## config.mk

```make
export PLATFORM = sky130hd
export DESIGN_NAME = can_bit_timing_search
export DESIGN_NICKNAME = d
export VERILOG_FILES = /design/src/sv/cbts_pkg.sv /design/src/sv/cbts_div.sv /design/src/sv/cbts_datapath.sv /design/src/sv/cbts_ctrl.sv /design/src/sv/can_bit_timing_search.sv
export SDC_FILE = /design/constraint.sdc
export NUM_CORES = 1
export LEC_CHECK = 0
export ABC_AREA = 0
export ABC_CLOCK_PERIOD_IN_PS = 16000
export BUFFER_PORTS_ARGS = -buffer_cell sky130_fd_sc_hd__buf_2
export CORE_MARGIN = 3
export CORE_UTILIZATION = 30
export CTS_CLUSTER_SIZE = 30
export DETAILED_ROUTE_END_ITERATION = 7
export MAX_ROUTING_LAYER = met4
export REMOVE_ABC_BUFFERS = 1
export SYNTH_ARGS = -nofsm -noshare
export SYNTH_HDL_FRONTEND = slang
export SYNTH_SLANG_ARGS = --single-unit
```

## constraint.sdc

```tcl
create_clock -name clock -period 16 [get_ports clock]
set_clock_uncertainty 0.15 [all_clocks]
set_input_delay 0.8 -clock clock [delete_from_list [all_inputs] [get_ports clock]]
set_output_delay 0.8 -clock clock [all_outputs]
set_load 0.05 [all_outputs]
```

## src/sv/cbts_pkg.sv

```systemverilog
`timescale 1ns / 1ps
// ----------------------------------------------------------------------------
// CAN bit timing search package
// Shared widths, defaults, controller states and the command and status
// bundles between the controller and the datapath.
// ----------------------------------------------------------------------------
package cbts_pkg;

   // Field widths of the ports.
   localparam int OSC_W      = 27;
   localparam int RATE_W     = 20;
   localparam int PRESC_W    = 7;
   localparam int QUANTA_W   = 5;
   localparam int BITRATE_W  = 24;

   // The CAN clock is half the oscillator, so it loses one bit.
   localparam int CLK_W      = OSC_W - 1;

   // Reset value of the requested bit rate register.
   localparam logic [RATE_W-1:0] RATE_RESET = 20'd615000;

   // Default search limits.
   localparam int MAX_PRESCALER_DEF = 64;
   localparam int MAX_QUANTA_DEF    = 25;
   localparam int MIN_QUANTA_DEF    = 5;

   // Controller states.
   typedef enum logic [3:0] {
      ST_IDLE,
      ST_STEP_MUL,
      ST_STEP_CHK,
      ST_SEARCH_WAIT,
      ST_EVAL,
      ST_FIN_MUL,
      ST_FIN_DIV,
      ST_FIN_WAIT,
      ST_DONE
   } cbts_state_type;

   // Commands from the controller to the datapath.
   typedef struct packed {
      logic load;        // capture the beat and reset the search
      logic mul_step;    // step = rate * quanta
      logic div_start;   // launch the shared divider
      logic div_final;   // divider divisor is the final product
      logic eval;        // score both prescaler candidates
      logic dec_q;       // move to the next quanta value
      logic mul_final;   // final divisor = best prescaler * best quanta
      logic finish;      // register the result beat
   } cbts_cmd_type;

   // Status from the datapath to the controller.
   typedef struct packed {
      logic skip;        // no search possible for this quanta value
      logic div_done;    // divider result is ready
      logic stop;        // search ends after this evaluation
      logic q_last;      // current quanta value is the last one
   } cbts_status_type;

endpackage

```

## src/sv/cbts_div.sv

```systemverilog
`timescale 1ns / 1ps
// ----------------------------------------------------------------------------
// CAN bit timing search divider
// Restoring unsigned divider, one quotient bit per cycle, with remainder.
// ----------------------------------------------------------------------------
module cbts_div
   import cbts_pkg::*;
#(
   parameter int DIVIDEND_W = CLK_W,
   parameter int DIVISOR_W  = CLK_W
) (
   input  logic                  clock,
   input  logic                  reset,
   input  logic                  start,
   input  logic [DIVIDEND_W-1:0] dividend,
   input  logic [DIVISOR_W-1:0]  divisor,
   output logic                  done,
   output logic [DIVIDEND_W-1:0] quotient,
   output logic [DIVISOR_W-1:0]  remainder
);

   localparam int CNT_W = $clog2(DIVIDEND_W + 1);
   localparam logic [CNT_W-1:0] CNT_LAST = CNT_W'(DIVIDEND_W - 1);

   logic                  busy_ff, busy_in;
   logic                  done_ff, done_in;
   logic [CNT_W-1:0]      cnt_ff, cnt_in;
   logic [DIVIDEND_W-1:0] dvd_ff, dvd_in;
   logic [DIVIDEND_W-1:0] quo_ff, quo_in;
   logic [DIVISOR_W-1:0]  dvs_ff, dvs_in;
   logic [DIVISOR_W-1:0]  rem_ff, rem_in;
   logic [DIVISOR_W:0]    partial;
   logic [DIVISOR_W:0]    diff;
   logic                  fits;

   // One restoring step: bring down the next dividend bit and try to subtract.
   always_comb begin
      partial = {rem_ff, dvd_ff[DIVIDEND_W-1]};
      diff    = partial - {1'b0, dvs_ff};
      fits    = (partial >= {1'b0, dvs_ff});
   end

   // Next state of the divider.
   always_comb begin
      busy_in = busy_ff;
      done_in = 1'b0;
      cnt_in  = cnt_ff;
      dvd_in  = dvd_ff;
      quo_in  = quo_ff;
      dvs_in  = dvs_ff;
      rem_in  = rem_ff;
      if (start) begin
         busy_in = 1'b1;
         cnt_in  = CNT_LAST;
         dvd_in  = dividend;
         dvs_in  = divisor;
         quo_in  = '0;
         rem_in  = '0;
      end else if (busy_ff) begin
         dvd_in = {dvd_ff[DIVIDEND_W-2:0], 1'b0};
         quo_in = {quo_ff[DIVIDEND_W-2:0], fits};
         rem_in = fits ? diff[DIVISOR_W-1:0] : partial[DIVISOR_W-1:0];
         cnt_in = cnt_ff - 1'b1;
         if (cnt_ff == '0) begin
            busy_in = 1'b0;
            done_in = 1'b1;
         end
      end
   end

   // Control registers.
   always_ff @(posedge clock) begin
      if (reset) begin
         busy_ff <= 1'b0;
         done_ff <= 1'b0;
      end else begin
         busy_ff <= busy_in;
         done_ff <= done_in;
      end
   end

   // Working registers.
   always_ff @(posedge clock) begin
      cnt_ff <= cnt_in;
      dvd_ff <= dvd_in;
      quo_ff <= quo_in;
      dvs_ff <= dvs_in;
      rem_ff <= rem_in;
   end

   assign done      = done_ff;
   assign quotient  = quo_ff;
   assign remainder = rem_ff;

   // The result pulse comes only once the iteration has stopped.
   a_done_idle: assert property (@(posedge clock) disable iff (reset)
      done_ff |-> !busy_ff)
      else $error("divider done while still iterating");

   // A new division is never launched over a running one.
   a_start_idle: assert property (@(posedge clock) disable iff (reset)
      start |-> !busy_ff)
      else $error("divider started while busy");

   // The remainder ends below the divisor.
   a_rem_range: assert property (@(posedge clock) disable iff (reset)
      done_ff |-> ((dvs_ff == '0) || (rem_ff < dvs_ff)))
      else $error("divider remainder not below divisor");

endmodule

```

## src/sv/cbts_datapath.sv

```systemverilog
`timescale 1ns / 1ps
// ----------------------------------------------------------------------------
// CAN bit timing search datapath
// Holds the rate register, the search state, the candidate scoring and the
// result registers. Shares one divider between the search and the final rate.
// ----------------------------------------------------------------------------
module cbts_datapath
   import cbts_pkg::*;
#(
   parameter int MAX_PRESCALER = MAX_PRESCALER_DEF,
   parameter int MAX_QUANTA    = MAX_QUANTA_DEF,
   parameter int MIN_QUANTA    = MIN_QUANTA_DEF
) (
   input  logic                 clock,
   input  logic                 reset,
   input  cbts_cmd_type         cmd,
   output cbts_status_type      status,
   input  logic [OSC_W-1:0]     req_oscillator_hz,
   input  logic                 csr_we,
   input  logic [RATE_W-1:0]    csr_wdata,
   output logic                 rsp_valid,
   output logic [PRESC_W-1:0]   rsp_prescaler,
   output logic [QUANTA_W-1:0]  rsp_quanta_per_bit,
   output logic [BITRATE_W-1:0] rsp_actual_bit_rate,
   output logic [BITRATE_W-1:0] rsp_rate_error
);

   localparam int QMAX = (MAX_QUANTA > MIN_QUANTA) ? MAX_QUANTA : MIN_QUANTA;
   localparam int QW   = $clog2(QMAX + 1);
   localparam int PW   = $clog2(MAX_PRESCALER + 1);
   localparam int DVW  = ((PW > RATE_W) ? PW : RATE_W) + QW;

   localparam logic [QW-1:0]    Q_MAX   = QW'(MAX_QUANTA);
   localparam logic [QW-1:0]    Q_MIN   = QW'(MIN_QUANTA);
   localparam logic [PW-1:0]    P_MAX   = PW'(MAX_PRESCALER);
   localparam logic [CLK_W-1:0] P_LIMIT = CLK_W'(MAX_PRESCALER);

   logic [RATE_W-1:0]    rate_ff, rate_in;
   logic                 found_ff, found_in;
   logic                 rsp_valid_ff;
   logic [CLK_W-1:0]     clk_ff, clk_in;
   logic [QW-1:0]        q_ff, q_in;
   logic [DVW-1:0]       step_ff, step_in;
   logic [DVW-1:0]       final_ff, final_in;
   logic [PW-1:0]        best_p_ff, best_p_in;
   logic [QW-1:0]        best_q_ff, best_q_in;
   logic [DVW-1:0]       best_err_ff, best_err_in;
   logic [PRESC_W-1:0]   rsp_prescaler_ff, rsp_prescaler_in;
   logic [QUANTA_W-1:0]  rsp_quanta_ff, rsp_quanta_in;
   logic [BITRATE_W-1:0] rsp_actual_ff, rsp_actual_in;
   logic [BITRATE_W-1:0] rsp_error_ff, rsp_error_in;

   logic [DVW-1:0]       div_divisor;
   logic                 div_done;
   logic [CLK_W-1:0]     div_quo;
   logic [DVW-1:0]       div_rem;

   logic                 over;
   logic                 take_floor, take_ceil;
   logic [DVW-1:0]       err_ceil;
   logic [DVW-1:0]       err_a, err_b;
   logic                 found_a, found_b;
   logic [CLK_W-1:0]     rate_ext;
   logic [CLK_W-1:0]     rate_diff;

   // Shared divider: the search divides the clock by the step, the final
   // pass by the chosen prescaler times quanta.
   assign div_divisor = cmd.div_final ? final_ff : step_ff;

   cbts_div #(
      .DIVIDEND_W (CLK_W),
      .DIVISOR_W  (DVW)
   ) u_div (
      .clock     (clock),
      .reset     (reset),
      .start     (cmd.div_start),
      .dividend  (clk_ff),
      .divisor   (div_divisor),
      .done      (div_done),
      .quotient  (div_quo),
      .remainder (div_rem)
   );

   // Candidate scoring. The floor error is the remainder and the error of
   // the floor plus one is the step less the remainder.
   always_comb begin
      over       = (div_quo > P_LIMIT);
      err_ceil   = step_ff - div_rem;
      take_floor = (div_quo != '0) && !over && (!found_ff || (div_rem < best_err_ff));
      err_a      = take_floor ? div_rem : best_err_ff;
      found_a    = found_ff | take_floor;
      take_ceil  = (div_quo < P_LIMIT) && (!found_a || (err_ceil < err_a));
      err_b      = take_ceil ? err_ceil : err_a;
      found_b    = found_a | take_ceil;
   end

   // Status back to the controller.
   always_comb begin
      status.skip     = (step_ff == '0) || (q_ff < Q_MIN);
      status.div_done = div_done;
      status.stop     = over || (found_b && (err_b == '0));
      status.q_last   = (q_ff <= Q_MIN);
   end

   // Final absolute rate error.
   always_comb begin
      rate_ext  = CLK_W'(rate_ff);
      rate_diff = (div_quo >= rate_ext) ? (div_quo - rate_ext) : (rate_ext - div_quo);
   end

   // Next values of the search and result registers.
   always_comb begin
      rate_in          = csr_we ? csr_wdata : rate_ff;
      found_in         = found_ff;
      clk_in           = clk_ff;
      q_in             = q_ff;
      step_in          = step_ff;
      final_in         = final_ff;
      best_p_in        = best_p_ff;
      best_q_in        = best_q_ff;
      best_err_in      = best_err_ff;
      rsp_prescaler_in = rsp_prescaler_ff;
      rsp_quanta_in    = rsp_quanta_ff;
      rsp_actual_in    = rsp_actual_ff;
      rsp_error_in     = rsp_error_ff;
      if (cmd.load) begin
         clk_in    = req_oscillator_hz[OSC_W-1:1];
         q_in      = Q_MAX;
         found_in  = 1'b0;
         best_p_in = P_MAX;
         best_q_in = Q_MAX;
      end
      if (cmd.mul_step) begin
         step_in = DVW'(rate_ff) * DVW'(q_ff);
      end
      if (cmd.eval) begin
         found_in    = found_b;
         best_err_in = err_b;
         if (take_ceil) begin
            best_p_in = PW'(div_quo) + 1'b1;
            best_q_in = q_ff;
         end else if (take_floor) begin
            best_p_in = PW'(div_quo);
            best_q_in = q_ff;
         end
      end
      if (cmd.dec_q) begin
         q_in = q_ff - 1'b1;
      end
      if (cmd.mul_final) begin
         final_in = DVW'(best_p_ff) * DVW'(best_q_ff);
      end
      if (cmd.finish) begin
         rsp_prescaler_in = PRESC_W'(best_p_ff);
         rsp_quanta_in    = QUANTA_W'(best_q_ff);
         rsp_actual_in    = BITRATE_W'(div_quo);
         rsp_error_in     = BITRATE_W'(rate_diff);
      end
   end

   // Control registers and the rate register.
   always_ff @(posedge clock) begin
      if (reset) begin
         rate_ff      <= RATE_RESET;
         found_ff     <= 1'b0;
         rsp_valid_ff <= 1'b0;
      end else begin
         rate_ff      <= rate_in;
         found_ff     <= found_in;
         rsp_valid_ff <= cmd.finish;
      end
   end

   // Payload registers.
   always_ff @(posedge clock) begin
      clk_ff           <= clk_in;
      q_ff             <= q_in;
      step_ff          <= step_in;
      final_ff         <= final_in;
      best_p_ff        <= best_p_in;
      best_q_ff        <= best_q_in;
      best_err_ff      <= best_err_in;
      rsp_prescaler_ff <= rsp_prescaler_in;
      rsp_quanta_ff    <= rsp_quanta_in;
      rsp_actual_ff    <= rsp_actual_in;
      rsp_error_ff     <= rsp_error_in;
   end

   assign rsp_valid           = rsp_valid_ff;
   assign rsp_prescaler       = rsp_prescaler_ff;
   assign rsp_quanta_per_bit  = rsp_quanta_ff;
   assign rsp_actual_bit_rate = rsp_actual_ff;
   assign rsp_rate_error      = rsp_error_ff;

   // A recorded candidate never has a zero prescaler.
   a_best_nonzero: assert property (@(posedge clock) disable iff (reset)
      found_ff |-> (best_p_ff != '0))
      else $error("best prescaler is zero");

   // The result strobe lasts one cycle per beat.
   a_single_strobe: assert property (@(posedge clock) disable iff (reset)
      rsp_valid_ff |=> !rsp_valid_ff)
      else $error("result strobe held for two cycles");

   // Scoring never lowers the error without recording a candidate.
   a_eval_found: assert property (@(posedge clock) disable iff (reset)
      (cmd.eval && (take_floor || take_ceil)) |=> found_ff)
      else $error("candidate taken but not recorded");

endmodule

```

## src/sv/cbts_ctrl.sv

```systemverilog
`timescale 1ns / 1ps
// ----------------------------------------------------------------------------
// CAN bit timing search controller
// Sequences the quanta search, the final rate division and the result beat.
// ----------------------------------------------------------------------------
module cbts_ctrl
   import cbts_pkg::*;
(
   input  logic            clock,
   input  logic            reset,
   input  logic            start,
   output logic            busy,
   input  cbts_status_type status,
   output cbts_cmd_type    cmd
);

   cbts_state_type state_ff, state_in;

   // Next state.
   always_comb begin
      state_in = state_ff;
      case (state_ff)
         ST_IDLE: begin
            if (start) begin
               state_in = ST_STEP_MUL;
            end
         end
         ST_STEP_MUL: begin
            state_in = ST_STEP_CHK;
         end
         ST_STEP_CHK: begin
            state_in = status.skip ? ST_FIN_MUL : ST_SEARCH_WAIT;
         end
         ST_SEARCH_WAIT: begin
            if (status.div_done) begin
               state_in = ST_EVAL;
            end
         end
         ST_EVAL: begin
            if (status.stop || status.q_last) begin
               state_in = ST_FIN_MUL;
            end else begin
               state_in = ST_STEP_MUL;
            end
         end
         ST_FIN_MUL: begin
            state_in = ST_FIN_DIV;
         end
         ST_FIN_DIV: begin
            state_in = ST_FIN_WAIT;
         end
         ST_FIN_WAIT: begin
            if (status.div_done) begin
               state_in = ST_DONE;
            end
         end
         ST_DONE: begin
            state_in = ST_IDLE;
         end
         default: begin
            state_in = ST_IDLE;
         end
      endcase
   end

   // Commands for each state.
   always_comb begin
      cmd = '0;
      case (state_ff)
         ST_IDLE: begin
            cmd.load = start;
         end
         ST_STEP_MUL: begin
            cmd.mul_step = 1'b1;
         end
         ST_STEP_CHK: begin
            cmd.div_start = !status.skip;
         end
         ST_EVAL: begin
            cmd.eval  = 1'b1;
            cmd.dec_q = !(status.stop || status.q_last);
         end
         ST_FIN_MUL: begin
            cmd.mul_final = 1'b1;
         end
         ST_FIN_DIV: begin
            cmd.div_start = 1'b1;
            cmd.div_final = 1'b1;
         end
         ST_DONE: begin
            cmd.finish = 1'b1;
         end
         default: begin
            cmd = '0;
         end
      endcase
   end

   // State register.
   always_ff @(posedge clock) begin
      if (reset) begin
         state_ff <= ST_IDLE;
      end else begin
         state_ff <= state_in;
      end
   end

   assign busy = (state_ff != ST_IDLE);

   // Every accepted beat starts the search with a step product.
   a_accept_step: assert property (@(posedge clock) disable iff (reset)
      (start && !busy) |=> (state_ff == ST_STEP_MUL))
      else $error("accepted beat did not start the search");

   // The result beat is followed by a return to idle.
   a_done_idle: assert property (@(posedge clock) disable iff (reset)
      cmd.finish |=> !busy)
      else $error("controller stayed busy after the result beat");

   // A divider result only shows up while the controller waits for one.
   a_done_waiting: assert property (@(posedge clock) disable iff (reset)
      status.div_done |-> ((state_ff == ST_SEARCH_WAIT) || (state_ff == ST_FIN_WAIT)))
      else $error("divider result outside a wait state");

endmodule

```

## src/sv/can_bit_timing_search.sv

```systemverilog
`timescale 1ns / 1ps
// ----------------------------------------------------------------------------
// CAN bit timing search
// Picks the baud rate prescaler and quanta per bit that bring half the
// oscillator frequency closest to the requested CAN bit rate.
// ----------------------------------------------------------------------------
//  Channel   Ports                          Handshake
//  request   start, busy, req_*             taken when start and not busy
//  result    rsp_valid, rsp_*               one-cycle strobe, no stall
//  csr       csr_we, csr_wdata              written when csr_we is high
//
//  Each quanta value tried runs the 26-step shared divider once, and the
//  final rate division runs it once more. A zero requested rate skips
//  the search and goes straight on to the final rate division.
//  Reset is synchronous and restores the requested rate to 615000.
//  One beat is worked at a time; busy stays high until the strobe cycle.
//  The receiver cannot stall the result; it is shown for one cycle only.
// ----------------------------------------------------------------------------
module can_bit_timing_search
   import cbts_pkg::*;
#(
   parameter int MAX_PRESCALER = MAX_PRESCALER_DEF,
   parameter int MAX_QUANTA    = MAX_QUANTA_DEF,
   parameter int MIN_QUANTA    = MIN_QUANTA_DEF
) (
   input  logic                 clock,
   input  logic                 reset,
   input  logic                 start,
   output logic                 busy,
   input  logic [OSC_W-1:0]     req_oscillator_hz,
   input  logic                 csr_we,
   input  logic [RATE_W-1:0]    csr_wdata,
   output logic                 rsp_valid,
   output logic [PRESC_W-1:0]   rsp_prescaler,
   output logic [QUANTA_W-1:0]  rsp_quanta_per_bit,
   output logic [BITRATE_W-1:0] rsp_actual_bit_rate,
   output logic [BITRATE_W-1:0] rsp_rate_error
);

   cbts_cmd_type    cmd;
   cbts_status_type status;

   // Search sequencer.
   cbts_ctrl u_ctrl (
      .clock  (clock),
      .reset  (reset),
      .start  (start),
      .busy   (busy),
      .status (status),
      .cmd    (cmd)
   );

   // Arithmetic and result registers.
   cbts_datapath #(
      .MAX_PRESCALER (MAX_PRESCALER),
      .MAX_QUANTA    (MAX_QUANTA),
      .MIN_QUANTA    (MIN_QUANTA)
   ) u_datapath (
      .clock               (clock),
      .reset               (reset),
      .cmd                 (cmd),
      .status              (status),
      .req_oscillator_hz   (req_oscillator_hz),
      .csr_we              (csr_we),
      .csr_wdata           (csr_wdata),
      .rsp_valid           (rsp_valid),
      .rsp_prescaler       (rsp_prescaler),
      .rsp_quanta_per_bit  (rsp_quanta_per_bit),
      .rsp_actual_bit_rate (rsp_actual_bit_rate),
      .rsp_rate_error      (rsp_rate_error)
   );

endmodule
```

Word level (Yosys, flattened, before mapping)
Index checks and enable logic that the tools add are counted.
W data, S select, Z words.
{"block": "totals", "regBits": 300, "out_inout_bits": 62, "word_cells": 115, "in_bits": 51}
{"block": "op_classes", "bitwise": 3, "mul": 2, "reduce_logical": 25, "addsub": 7, "mux": 36, "n_eq_ne": 11, "order_cmp": 8}
{"op": "$mux W25", "count": 3}
{"op": "$mux W26", "count": 2}
{"op": "$logic_not A25 Y1", "count": 2}
{"op": "$lt A25 B25 Y1", "count": 2}
{"op": "$sub A25 B25 Y25", "count": 2}
{"op": "$pmux W4 S8", "count": 1}
{"op": "$mux W5", "count": 6}
{"op": "$mux W7", "count": 4}
{"op": "$ge A26 B20 Y1", "count": 1}
{"op": "$ge A26 B25 Y1", "count": 1}
{"op": "$gt A26 B7 Y1 const B", "count": 1}
{"op": "$lt A26 B7 Y1 const B", "count": 1}
{"op": "$reduce_bool A26 Y1", "count": 1}
{"op": "$mul A20 B5 Y25", "count": 1}
{"op": "$mux W24", "count": 1}
{"op": "$sub A20 B24 Y24", "count": 1}
{"op": "$sub A24 B20 Y24", "count": 1}
{"op": "$eq A4 B3 Y1 const B", "count": 4}
{"op": "$mul A7 B5 Y12", "count": 1}
{"op": "$mux W12", "count": 1}
{"op": "$mux W4", "count": 3}
{"op": "$mux W1", "count": 11}
{"op": "$sub A5 B1 Y5 const B", "count": 2}
{"op": "$eq A4 B2 Y1 const B", "count": 2}
{"op": "other kinds (21)", "count": 37}

Depth between registers and ports, before layout
{"block": "logic_depth", "depth_word": 16, "ltp_mapped": 24}

Cells and area by module
From an unflattened synthesis, not the netlist that was laid out.
{"block": "unflattened", "cells_unflattened": 2195, "hier_area_um2": 21544.4}
{"module": "cbts_datapath", "seq_area_each_um2": 5275.1, "area_each_um2": 15800.2, "cells_each": 1639, "n_inst": 1}
{"module": "cbts_div", "seq_area_each_um2": 2692.6, "area_each_um2": 5426.5, "cells_each": 515, "n_inst": 1}
{"module": "cbts_ctrl", "seq_area_each_um2": 80.1, "area_each_um2": 317.8, "cells_each": 41, "n_inst": 1}

Worst setup path after synthesis
No wires, ideal clock.
{"block": "synth_timing", "path_kind": "reg-to-reg", "startpoint": "register u_datapath.u_div.quo_ff[2], in the netlist u_datapath.u_div.quotient[2]", "endpoint": "register u_datapath.q_ff[0] (enable)", "path_stages_with_launch": 21, "t_required_ps": 15573, "setup_ps": 277, "slack_ps": 10594, "arrival_ps": 4979, "path_buffers": 3, "synth_period_minus_slack_ps": 5406, "cell_sequence": "dfxtp_1 -> buf_6 -> or4_4 -> o21ai_2 -> nor4b_4 -> o221ai_2 -> nor2_1 -> clkbuf_1 -> clkbuf_1 -> a21oi_1 -> ha_1 -> nand4_1 -> nor2_1 -> nand3_1 -> nor4_1 -> o31ai_4 -> o21ai_2 -> o2111ai_1 -> a222oi_1 -> a31o_2 -> nand2_1"}
{"block": "synth_via", "elab_chain_len": 16}
{"item": "start, declared", "line_no": "cbts_div.sv:29", "text": "logic [DIVIDEND_W-1:0] quo_ff, quo_in;"}
{"item": "start signal, assigned", "line_no": "cbts_div.sv:86", "text": "quo_ff <= quo_in;"}
{"item": "$gt A26 B7 Y1", "line_no": "cbts_datapath.sv:87", "text": "over = (div_quo > P_LIMIT);"}
{"item": "$logic_not A1 Y1", "line_no": "cbts_datapath.sv:89", "text": "take_floor = (div_quo != '0) && !over && (!found_ff || (div_rem < best_err_ff));"}
{"item": "$logic_and A1 B1 Y1 (2 in a row)", "line_no": "cbts_datapath.sv:89"}
{"item": "$mux W25 or $or A1 B1 Y1 (tied branches)", "line_no": "cbts_datapath.sv:90, cbts_datapath.sv:91"}
{"item": "$lt A25 B25 Y1 or $logic_not A1 Y1 (tied branches)", "line_no": "cbts_datapath.sv:92", "text": "take_ceil = (div_quo < P_LIMIT) && (!found_a || (err_ceil < err_a));"}
{"item": "$logic_or A1 B1 Y1", "line_no": "cbts_datapath.sv:92"}
{"item": "$logic_and A1 B1 Y1", "line_no": "cbts_datapath.sv:92"}
{"item": "$mux W25", "line_no": "cbts_datapath.sv:93", "text": "err_b = take_ceil ? err_ceil : err_a;"}
{"item": "$logic_not A25 Y1", "line_no": "cbts_datapath.sv:101", "text": "status.stop = over || (found_b && (err_b == '0));"}
{"item": "$logic_and A1 B1 Y1", "line_no": "cbts_datapath.sv:101"}
{"item": "$logic_or A1 B1 Y1 *", "line_no": "cbts_datapath.sv:101"}
{"item": "$logic_or A1 B1 Y1 *", "line_no": "cbts_ctrl.sv:81", "text": "cmd.dec_q = !(status.stop || status.q_last);"}
{"item": "$logic_not A1 Y1 *", "line_no": "cbts_ctrl.sv:81"}
{"item": "$mux W2 *", "line_no": "cbts_ctrl.sv:69", "text": "case (state_ff)"}
{"item": "$reduce_bool A2 Y1 (no line) *"}
{"item": "end signal, assigned", "line_no": "cbts_datapath.sv:177", "text": "q_ff <= q_in;"}
{"item": "end, declared", "line_no": "cbts_datapath.sv:42", "text": "logic [QW-1:0] q_ff, q_in;"}
Mark *: on every way between the ends. The rest lies on a longest branch, timed or not.
A chain may end at the register's enable or synchronous reset.

Final worst setup path
{"block": "layout_timing", "startpoint": "register u_datapath.u_div.quo_ff[7], in the netlist u_datapath.u_div.quotient[7]", "endpoint": "register u_datapath.q_ff[2] (enable)"}
The elaborated chain is that of the path after synthesis.

==> impl_metrics.ini <==
[routing]
dr_wl_met3_mm = 2.22
first_pass_iters = 5
drc = 0
vias = 16400
routedWlPerCell_um = 17.8
top_layer = met4
wl_met1_mm = 26.8
viasPerCell = 5.00
met2_length_mm = 28.0
drtIter0Drc = 1005
ant_nets = 0
wirelength_mm = 58.5

[sta]
worst_pin_slew_ns = 0.989
relSlewSlack_pct = 33.8
timing_hold_violations_final = 0
fmax_ghz = 0.135
finalSetupViolCount = 0
maxSlewViolCount = 0
rsz0062_at_grt = false
min_period_ns = 7.41
tns_ns = 0
hold_ws_ns = 0.270
fin_crit_sh_pct = 46.3

[cts]
cts-resized-gates = 0
cts.clk_slew.worst_paths_ns = 0.06
htreeDepth = 2
clockRootBuffer = clkbuf_16
numCtsBuffers = 38
clock_latency_ns = 0.55
postCtsHoldBufs = 0
cts_tree = yes
clk_path_buf_depth = 3
postCtsSetupRepairBufs = 0
clkSinkCount = 300

[logic_synthesis]
synth_cells = 2232
synth_seq_cells = 300
ys.flop_type = edfxtp_1
seq_area_frac_synth_pct = 37.7
synth-edff-count = 204
yosysWarnings = 0
synthDistinctLibCells = 79
postSynth.asyncResetShare_pct = 0
synth.avg_cell_area_um2 = 9.56
syn-cell-area_um2 = 21300

[pwr]
switching_share_pct = 43.7
p_leak_nw = 10.1
powerDensity_nw_per_um2 = 178
p_comb_share_pct = 53.6
p_seq_share_pct = 26.8
ir_worst_vdd_mv = 0.121
pwr-share-clk_pct = 19.7
switchingPower_mw = 1.87
p_int_mw = 2.41

[floorplanning]
pin_count = 113
num_rows = 97
core_um2 = 70300
dieWidth_um = 273
die-area_um2 = 74400
die_y_um = 273
initial_core_util_pct = 30.4

[flow_run]
cap_violations = 0

[critical_path]
cp-end-kind = flop
r2r_start = u_datapath.u_div.quotient[7]
required_ns = 16.09
worstSetupPathType = reg -> reg
cp_max_fo = 46
worstSetupStartpointType = flop
cp.arrival_ns = 7.50
critical_path.startpoint = u_datapath.u_div.quotient[7]

[final_layout]
finish.net_count = 2637
n_antenna_cell = 0
layout-drive-gt1-share_pct = 10.5
areaGrowthSynthToFinish_pct = 13.1

[global_route]
grt_pass1_vias = 16000
antenna_found_initial = 0
grt_max_degree = 103
gr-usage-all-layers_pct = 16.0
grt_overflow = 0
grt_pass1_wl_mm = 91.6

[status]
status = completed

[placed_design]
routabilityCongestion = 0.954
io_buffers = 111
dp_hpwl_mm = 43.9

[hold_path]
hold_class = in -> reg
hp-start = req_oscillator_hz[1]
[logic make-up after synthesis]
family	synth area share [%]
simple gates	14.4
buf+inv	5.43
compound gates	15.3
fa+ha+maj	18.3
xor+xnor	3.90
mux	5.05
flops	37.7
[metrics by stage]
stage | cells | power, mW | worst slack (ns) | cell area, um^2 | util (%)
after global routing | 3287 | 4.66 | 8.08 | 24200 | 34.4
after detailed placement | 3218 | 3.43 | 8.69 | 22900 | 32.6
final | 3287 | 4.29 | 8.59 | 24200 | 34.4
after CTS | 3287 | 4.31 | 8.63 | 24200 | 34.4
after floorplan | 2153 | 2.82 | 6.26 | 21000 | -
after global placement | 3218 | 3.42 | 8.65 | 22900 | 32.6
[Yosys cell counts (19+ instances only)]
library cell	count	area, um^2
a211oi_1	33	248
edfxtp_1	204	6130
o21ai_0	81	405
clkbuf_1	65	244
ha_1	195	2440
a21oi_1	164	821
mux2_2	37	417
o21bai_1	22	165
o211ai_1	19	143
mux2i_1	66	661
nor2_1	241	905
nor4_1	22	138
inv_1	225	845
nor3_1	37	185
xor2_1	26	228
nand2_1	167	627
nor2b_1	30	188
a21o_1	43	323
and2_1	29	181
nand4_1	32	200
fa_1	73	1460
nand3_1	38	190
dfxtp_1	96	1920
xnor2_1	69	604
[worst paths after layout]
path,endpoint,slack (ns),cells past startpoint
max reg2reg,u_datapath.q_ff[2],8.59,20
min reg2reg,u_datapath.u_div.quotient[25],0.35,2
max,u_datapath.q_ff[2],8.59,20
min,u_datapath.clk_ff[0],0.27,1
[state kept, by name, indices dropped and copies added (netlist names)]
register / flops
u_ctrl.state_ff: 4
u_datapath.best_err_ff: 25
u_datapath.best_p_ff: 7
u_datapath.best_q_ff: 5
u_datapath.clk_ff: 26
u_datapath.final_ff: 12
u_datapath.found_ff: 1
u_datapath.q_ff: 5
u_datapath.rate_ff: 20
u_datapath.rsp_actual_bit_rate: 24
u_datapath.rsp_prescaler: 7
u_datapath.rsp_quanta_per_bit: 5
u_datapath.rsp_rate_error: 24
u_datapath.rsp_valid: 1
u_datapath.step_ff: 25
u_datapath.u_div.busy_ff: 1
u_datapath.u_div.cnt_ff: 5
u_datapath.u_div.done: 1
u_datapath.u_div.dvd_ff: 26
u_datapath.u_div.dvs_ff: 25
u_datapath.u_div.quotient: 26
u_datapath.u_div.remainder: 25
[metal layers]
| metal | track usage [%] | vias to the layer above |
|---|---|---|
| met5 | - | - |
| met4 | 4.39 | 0 |
| met3 | 1.94 | 106 |
| met2 | 26.4 | 335 |
| met1 | 20.6 | 7880 |
| li1 | - | 8126 |
[power by group through the flow]
stage | Combinational [mW] | Clock, mW | Sequential (mW)
CTS | 2.29 | 0.873 | 1.14
detailed placement | 2.27 | 0 | 1.16
global placement | 2.26 | 0 | 1.16
finish | 2.30 | 0.843 | 1.15
floorplan | 1.72 | 0 | 1.10
global route | 2.59 | 0.902 | 1.16
[cell usage in the layout (no fill, tap or decap), types with 66 or more instances in the layout]
cell type / n
nor2_1: 238
inv_1: 225
edfxtp_1: 204
ha_1: 195
nand2_1: 167
a21oi_1: 163
buf_2: 111
dfxtp_1: 95
o21ai_0: 81
fa_1: 73
xnor2_1: 69
mux2i_1: 66
[worst max-delay path: stages, from the launching register on]
cell      delay, ns
dfxtp_1        0.37
nor4_1         0.57
nand4_1        0.38
nor4b_4        0.56
o221ai_2       0.28
nor2_4         0.55
buf_4          0.42
a21oi_1        0.17
ha_1           0.32
nand4_1        0.12
nor2_1         0.25
nand3_1        0.17
nor4_1         0.60
o31ai_4        0.17
o21a_1         0.20
buf_4          0.18
nor2_4         0.20
buf_4          0.45
o21ai_0        0.40
a31o_2         0.33
nand2_1        0.18
[cell type report]
| type | instances | area [um^2] |
|---|---|---|
| timing repair buffer | 125 | 673 |
| clock buffer | 55 | 1080 |
| multi-input combinational | 1627 | 12200 |
| fill | 7166 | 46100 |
| tap | 940 | 1180 |
| clock inverter | 14 | 134 |
| inverter | 226 | 848 |
| sequential | 300 | 8050 |
No activity file was read; power rests on OpenSTA's default activity.
